$ cat src/rtl/modexp_pkg.sv
package modexp_pkg;

    // operand and residue width: base, result and the partial residue
    localparam int OP_W = 31;

    // effective modulus width: a programmed zero stands for 2^31
    localparam int MOD_W = 32;

    // exponent port width
    localparam int EXP_W = 32;

    // default number of exponent bits taken into account
    localparam int EXP_BITS_DEF = 32;

    // bit counter width for one serial multiplication
    localparam int CNT_W = $clog2(OP_W);

    // modulus register value after reset
    localparam logic [OP_W-1:0] MODULUS_RESET = OP_W'(1000000007);

    // modulus used when the register holds zero
    localparam logic [MOD_W-1:0] MOD_WRAP = MOD_W'(1) << OP_W;

    // multiplicative identity
    localparam logic [OP_W-1:0] OP_ONE = OP_W'(1);

endpackage

$ cat src/rtl/modexp_mulmod.sv
module modexp_mulmod
    import modexp_pkg::*;
(
    input  logic             clk,
    input  logic             rst_n,
    input  logic             start,
    input  logic [OP_W-1:0]  op_a,
    input  logic [OP_W-1:0]  op_b,
    input  logic [MOD_W-1:0] modulus,
    output logic             done,
    output logic [OP_W-1:0]  product
);

    localparam int SUM_W = MOD_W + 2;

    logic [OP_W-1:0]  a_reg;
    logic [OP_W-1:0]  a_next;
    logic [OP_W-1:0]  b_reg;
    logic [OP_W-1:0]  b_next;
    logic [OP_W-1:0]  r_reg;
    logic [OP_W-1:0]  r_next;
    logic [CNT_W-1:0] cnt_reg;
    logic [CNT_W-1:0] cnt_next;
    logic             busy_reg;
    logic             busy_next;
    logic             done_reg;
    logic             done_next;

    logic [SUM_W-1:0] sum_plain;
    logic [SUM_W-1:0] sum_less_m;
    logic [SUM_W-1:0] sum_less_2m;
    logic [OP_W-1:0]  r_step;

    // one multiplier bit per cycle, msb first: r = (2r + bit*b) mod m,
    // with 2r + b below 3m so one of three candidates is the residue
    always_comb
    begin
        sum_plain   = {2'b00, r_reg, 1'b0}
                    + (a_reg[OP_W-1] ? SUM_W'(b_reg) : SUM_W'(0));
        sum_less_m  = sum_plain - SUM_W'(modulus);
        sum_less_2m = sum_plain - {1'b0, modulus, 1'b0};
        if (!sum_less_2m[SUM_W-1])
        begin
            r_step = sum_less_2m[OP_W-1:0];
        end
        else if (!sum_less_m[SUM_W-1])
        begin
            r_step = sum_less_m[OP_W-1:0];
        end
        else
        begin
            r_step = sum_plain[OP_W-1:0];
        end
    end

    // sequencing of the serial pass
    always_comb
    begin
        a_next    = a_reg;
        b_next    = b_reg;
        r_next    = r_reg;
        cnt_next  = cnt_reg;
        busy_next = busy_reg;
        done_next = 1'b0;
        if (start)
        begin
            a_next    = op_a;
            b_next    = op_b;
            r_next    = '0;
            cnt_next  = CNT_W'(OP_W - 1);
            busy_next = 1'b1;
        end
        else if (busy_reg)
        begin
            a_next = a_reg << 1;
            r_next = r_step;
            cnt_next = cnt_reg - CNT_W'(1);
            if (cnt_reg == '0)
            begin
                busy_next = 1'b0;
                done_next = 1'b1;
            end
        end
    end

    // control state
    always_ff @(posedge clk or negedge rst_n)
    begin
        if (!rst_n)
        begin
            busy_reg <= 1'b0;
            done_reg <= 1'b0;
            cnt_reg  <= '0;
        end
        else
        begin
            busy_reg <= busy_next;
            done_reg <= done_next;
            cnt_reg  <= cnt_next;
        end
    end

    // operand and partial residue registers
    always_ff @(posedge clk)
    begin
        a_reg <= a_next;
        b_reg <= b_next;
        r_reg <= r_next;
    end

    assign done    = done_reg;
    assign product = r_reg;

    // partial residue stays reduced during the pass
    assert property (@(posedge clk) disable iff (!rst_n)
        busy_reg |-> ({1'b0, r_reg} < modulus))
        else $error("mulmod residue out of range");

    // every finished pass raises done exactly as busy drops
    assert property (@(posedge clk) disable iff (!rst_n)
        $fell(busy_reg) |-> done_reg)
        else $error("mulmod pass ended without done");

endmodule

$ cat src/rtl/modular_exponentiation_top.sv
// Modular exponentiation: result = base^exponent mod modulus, right-to-left binary method.
// The modulus is set through the cfg channel (31 bits, reset 1000000007; a value of zero
// means 2^31) and is sampled when a request is accepted. An exponent of zero, after only
// the low EXP_BITS bits are kept, returns 1 for any modulus. Two bit-serial modular
// multipliers run side by side, one bit of the multiplier operand per cycle, and each
// multiply-and-square step is one pass of both. A request first reduces the base in the
// squaring unit, then takes one step for every exponent bit up to its highest set bit,
// then loads the output register; a zero exponent goes straight to loading it. The next
// request can be accepted as soon as the result is loaded. One request is in work at a
// time; a finished result waits in the output register, a new request can be accepted
// meanwhile, and its own result is held back until the waiting one has been taken.
module modular_exponentiation_top
    import modexp_pkg::*;
#(
    parameter int EXP_BITS = EXP_BITS_DEF
)
(
    input  logic             clk,
    input  logic             rst_n,
    input  logic             cfg_valid,
    output logic             cfg_ready,
    input  logic [OP_W-1:0]  modulus,
    input  logic             in_valid,
    output logic             in_ready,
    input  logic [OP_W-1:0]  base,
    input  logic [EXP_W-1:0] exponent,
    output logic             out_valid,
    input  logic             out_ready,
    output logic [OP_W-1:0]  result
);

    localparam int USED_BITS = (EXP_BITS < EXP_W) ? EXP_BITS : EXP_W;
    localparam logic [EXP_W-1:0] EXP_MASK = {EXP_W{1'b1}} >> (EXP_W - USED_BITS);

    localparam logic [1:0] S_IDLE   = 2'd0;
    localparam logic [1:0] S_REDUCE = 2'd1;
    localparam logic [1:0] S_STEP   = 2'd2;
    localparam logic [1:0] S_FINISH = 2'd3;

    logic [1:0]       state_reg;
    logic [1:0]       state_next;
    logic             start_reg;
    logic             start_next;
    logic             out_valid_reg;
    logic             out_valid_next;
    logic [OP_W-1:0]  modulus_reg;
    logic [OP_W-1:0]  cur_reg;
    logic [OP_W-1:0]  cur_next;
    logic [OP_W-1:0]  acc_reg;
    logic [OP_W-1:0]  acc_next;
    logic [EXP_W-1:0] e_reg;
    logic [EXP_W-1:0] e_next;
    logic [MOD_W-1:0] m_reg;
    logic [MOD_W-1:0] m_next;
    logic [OP_W-1:0]  result_reg;
    logic [OP_W-1:0]  result_next;

    logic [EXP_W-1:0] e_masked;
    logic [EXP_W-1:0] e_shift;
    logic [OP_W-1:0]  sq_op_b;
    logic             done_a;
    logic             done_b;
    logic [OP_W-1:0]  prod_a;
    logic [OP_W-1:0]  prod_b;

    // accumulator multiply: acc * cur mod m
    modexp_mulmod u_mul_acc (
        .clk     (clk),
        .rst_n   (rst_n),
        .start   (start_reg),
        .op_a    (acc_reg),
        .op_b    (cur_reg),
        .modulus (m_reg),
        .done    (done_a),
        .product (prod_a)
    );

    // squaring unit, also reduces the base (base * 1 mod m) at the start
    assign sq_op_b = (state_reg == S_REDUCE) ? OP_ONE : cur_reg;

    modexp_mulmod u_mul_sq (
        .clk     (clk),
        .rst_n   (rst_n),
        .start   (start_reg),
        .op_a    (cur_reg),
        .op_b    (sq_op_b),
        .modulus (m_reg),
        .done    (done_b),
        .product (prod_b)
    );

    assign e_masked = exponent & EXP_MASK;
    assign e_shift  = e_reg >> 1;

    // request sequencing
    always_comb
    begin
        state_next     = state_reg;
        start_next     = 1'b0;
        out_valid_next = out_valid_reg;
        cur_next       = cur_reg;
        acc_next       = acc_reg;
        e_next         = e_reg;
        m_next         = m_reg;
        result_next    = result_reg;
        if (out_valid_reg && out_ready)
        begin
            out_valid_next = 1'b0;
        end
        case (state_reg)
            S_IDLE:
            begin
                if (in_valid)
                begin
                    cur_next = base;
                    acc_next = OP_ONE;
                    e_next   = e_masked;
                    m_next   = (modulus_reg == '0) ? MOD_WRAP : {1'b0, modulus_reg};
                    if (e_masked == '0)
                    begin
                        state_next = S_FINISH;
                    end
                    else
                    begin
                        state_next = S_REDUCE;
                        start_next = 1'b1;
                    end
                end
            end
            S_REDUCE:
            begin
                if (done_b)
                begin
                    cur_next   = prod_b;
                    state_next = S_STEP;
                    start_next = 1'b1;
                end
            end
            S_STEP:
            begin
                if (done_b)
                begin
                    if (e_reg[0])
                    begin
                        acc_next = prod_a;
                    end
                    cur_next = prod_b;
                    e_next   = e_shift;
                    if (e_shift == '0)
                    begin
                        state_next = S_FINISH;
                    end
                    else
                    begin
                        start_next = 1'b1;
                    end
                end
            end
            S_FINISH:
            begin
                if (!out_valid_reg || out_ready)
                begin
                    result_next    = acc_reg;
                    out_valid_next = 1'b1;
                    state_next     = S_IDLE;
                end
            end
            default:
            begin
                state_next = S_IDLE;
            end
        endcase
    end

    // control state and modulus register
    always_ff @(posedge clk or negedge rst_n)
    begin
        if (!rst_n)
        begin
            state_reg     <= S_IDLE;
            start_reg     <= 1'b0;
            out_valid_reg <= 1'b0;
            modulus_reg   <= MODULUS_RESET;
        end
        else
        begin
            state_reg     <= state_next;
            start_reg     <= start_next;
            out_valid_reg <= out_valid_next;
            if (cfg_valid)
            begin
                modulus_reg <= modulus;
            end
        end
    end

    // working values and output data
    always_ff @(posedge clk)
    begin
        cur_reg    <= cur_next;
        acc_reg    <= acc_next;
        e_reg      <= e_next;
        m_reg      <= m_next;
        result_reg <= result_next;
    end

    assign cfg_ready = 1'b1;
    assign in_ready  = (state_reg == S_IDLE);
    assign out_valid = out_valid_reg;
    assign result    = result_reg;

    // both multipliers are started together and must finish together
    assert property (@(posedge clk) disable iff (!rst_n)
        done_a == done_b)
        else $error("multiplier passes out of step");

    // a fresh result is reduced, or the identity for a zero exponent
    assert property (@(posedge clk) disable iff (!rst_n)
        $rose(out_valid_reg) |-> (result_reg == OP_ONE || {1'b0, result_reg} < m_reg))
        else $error("result not reduced");

    // work only goes on while exponent bits remain
    assert property (@(posedge clk) disable iff (!rst_n)
        (state_reg == S_REDUCE || state_reg == S_STEP) |-> (e_reg != '0))
        else $error("exponent exhausted while busy");

endmodule

$ cat config.mk
export PLATFORM = sky130hd
export DESIGN_NAME = modular_exponentiation_top
export DESIGN_NICKNAME = d
export VERILOG_FILES = /design/src/rtl/modexp_pkg.sv /design/src/rtl/modexp_mulmod.sv /design/src/rtl/modular_exponentiation_top.sv
export SDC_FILE = /design/constraint.sdc
export NUM_CORES = 1
export LEC_CHECK = 0
export ABC_AREA = 0
export ABC_CLOCK_PERIOD_IN_PS = 5450
export CAP_MARGIN = 20
export CORE_MARGIN = 2
export CORE_UTILIZATION = 35
export DETAILED_ROUTE_END_ITERATION = 10
export DONT_BUFFER_PORTS = 1
export SYNTH_ARGS = -nofsm -noshare
export SYNTH_HDL_FRONTEND = slang
export SYNTH_SLANG_ARGS = --single-unit
$ cat constraint.sdc
create_clock -name clk -period 5.45 [get_ports clk]
set_input_delay 0.545 -clock clk [delete_from_list [all_inputs] [get_ports clk]]
set_output_delay 0.545 -clock clk [all_outputs]
set_load 0.1 [all_outputs]
==> qor.txt <==
clk_lat worst skew: 0.60 ns
Final Hold Viols: 0
Fmax achieved: 190 MHz
Worst setup endpoint: u_mul_acc.product[20]
antenna violations before repair: 1
CP startpoint: u_mul_acc.a_reg[30]
Routed Antenna Nets: 0
Worst Setup End Kind: flip-flop
period utilisation layout: 0.965
Die Ht: 274 um
DRT Pass-1 Iters: 5
GRT Overall Usage: 0.206
Slew headroom: 0.324
clk slew on worst S/H paths: 0.06 ns
Initial DRC Count: 1421
gp weighted congestion: 0.979
hpwl dp: 62000 um
Setup-failing EPs final: 0
max cap viols: 0
Layout Area Growth over Synthesis: 16.1%
clk sinks: 391
status: finished, final reports clean
sequential fraction of the synthesis area: 0.427
CP Max Fanout: 11
Yosys cell types: 103
via count: 19700
Max Buffers Root-to-Sink: 3
Placed Cells: 3451
I/O Pins: 133
global-route wire length before repair: 119000 um
cts bufs inserted: 46
asr flop ratio synth: 0.123
FF-to-FF Start: u_mul_acc.a_reg[30]
worst path arrival time: 5.71 ns
largest net degree at the start of global routing: 67
layout cells sized above 1: 0.208
CTS H-tree depth: 2
Root Driver: clkbuf_16
DRT Wirelength: 79100 um
drt drc: 0
WL/cell: 22.3 um
Final Skew: 0.0231 ns
CP Launch Type: flip-flop
CP required: 5.90 ns
vias in the first global route: 19700
Post-Syn Instances: 2449
floorplan core area: 0.0726 mm^2
post-route minimum period: 5.26 ns
slew at the pin with the worst max-slew slack: 1.01 ns
Final nets: 2854
flops & latches, synth: 391
global route overflow: 0
width of the die: 274 um
Avg Inst Size Synth: 10.4 um^2
Post-synth EDFFs: 281
Reg2Reg Capture Point: u_mul_acc.product[20]
Synth Warn #: 0
hold crit path type: in2reg
CTS tree: done
mapped cell area: 0.0255 mm^2
flop-to-flop setup slack: 0.19 ns
Slew Limit Fails: 0
row count: 99
post-route insts no fill: 3549
Reg2Reg Depth: 23
n_diodes: 0
full die area: 0.0751 mm^2
Via density: 5.56
crit path kind: reg2reg
starting density of the core: 0.352
syn_nets: 2750
PortBufs: 0
Top FF cell, synth: edfxtp_1
synth_stat cells, types with 32 or more instances:
library cell    n  area (um^2)
a211oi_1       37          278
a21o_1         72          541
a21oi_1       164          821
a31oi_1        32          200
and2_1         95          594
clkbuf_1       89          334
dfrtp_1        32          801
dfxtp_1        62         1240
edfxtp_1      281         8440
ha_1          196         2450
inv_1         102          383
mux2_2        154         1730
nand2_1       135          507
nand3_1        55          275
nor2_1        130          488
nor2b_1        49          307
nor3_1         40          200
o21ai_0       122          611
xnor2_1       107          937
xor2_1         51          447
what timing repair did:
action,CTS,global route
buffers inserted,4,7
hold buffers,2,0
endpoints found under the setup margin,54,62
pin swaps,2,31
gates resized for setup,9,89
gates cloned,0,0
endpoints found under the hold margin,48,0
metal layers:
layer / routed length (um) / global-route usage / part of all wire
met1: 34400 / 0.264 / 0.43
met2: 37900 / 0.354 / 0.48
met3: 3690 / 0.0264 / 0.047
met4: 3120 / 0.0789 / 0.039
met5: 0 / 0 / 0
layout by cell type, fill, tap and decap left out, types with 35 or more instances in the layout:
cell type and count:
clkbuf_16 46, nor3_1 35, and2_1 95, nand2_1 135, a21oi_1 147, inv_1 102
ha_1 181, o21ai_0 113, xnor2_1 101, nor2_1 128, mux2_2 154, edfxtp_1 281
buf_4 159, nor2b_1 48, nand3_1 54, xor2_1 50, dfxtp_1 62, a21o_1 70
critical path, cell delays in order, from the launching register on:
cell and delay (ns):
edfxtp_1 0.36, buf_4 0.19, buf_4 0.15, and2_1 0.15, ha_2 0.31, a21oi_2 0.14
o21ai_0 0.11, a221o_1 0.34, a21oi_2 0.18, o211ai_1 0.15, nand2_1 0.12, o311ai_1 0.09
buf_4 0.18, o311ai_4 0.26, or4b_4 0.50, o311ai_2 0.14, ha_1 0.33, a221oi_2 0.21
o21ai_1 0.11, a21o_2 0.28, buf_4 0.16, or3_1 0.31, a31oi_2 0.24, nor3_1 0.08
per-stage QoR:
| step | worst slack (ns) | hold WS [ns] | instance area, um^2 | util | setup TNS [ns] |
|---|---|---|---|---|---|
| 4_1_cts | 0.00183 | 0.0712 | 29200 | 0.402 | 0 |
| 5_1_grt | -0.0357 | 0.0759 | 29600 | 0.408 | -0.203 |
| 3_3_place_gp | -0.481 | 0.251 | 27500 | 0.379 | -10.25 |
| 2_1_floorplan | 0.0341 | 0.249 | 25500 | - | 0 |
| 3_5_place_dp | -0.383 | 0.251 | 27500 | 0.379 | -8.33 |
| 6_report | 0.189 | 0.102 | 29600 | 0.408 | 0 |
layout make-up:
cell class              count  area (um^2)
well taps                 959         1200
flip-flops and latches    391        10900
inverters                 104          390
clock buffers              53         1190
fillers                  7037        43000
repair buffers            170         1390
multi-input cells        1840        14200
clock inverters            32          350
logic make-up after synthesis:
kind of cell,share of synthesized area
DFF,0.427
AOI/OAI and AO/OA,0.178
adders and majority gates,0.101
xor gates and xnor gates,0.0542
other,0.000147
and+or+nand+nor,0.129
muxes,0.0756
buffers and inverters,0.0350
worst min path at each step:
stage	start	end	cells past startpoint
after floorplan	rst_n	modulus_reg[10]	0
after global placement	rst_n	out_valid	0
after detailed placement	rst_n	state_reg[0]	0
after CTS	modulus[19]	modulus_reg[19]	1
after global routing	modulus[5]	modulus_reg[5]	1
final	modulus[18]	modulus_reg[18]	1
Power is not shown: default switching activity piles up to over one toggle a cycle in this logic, so the estimate is an artifact.
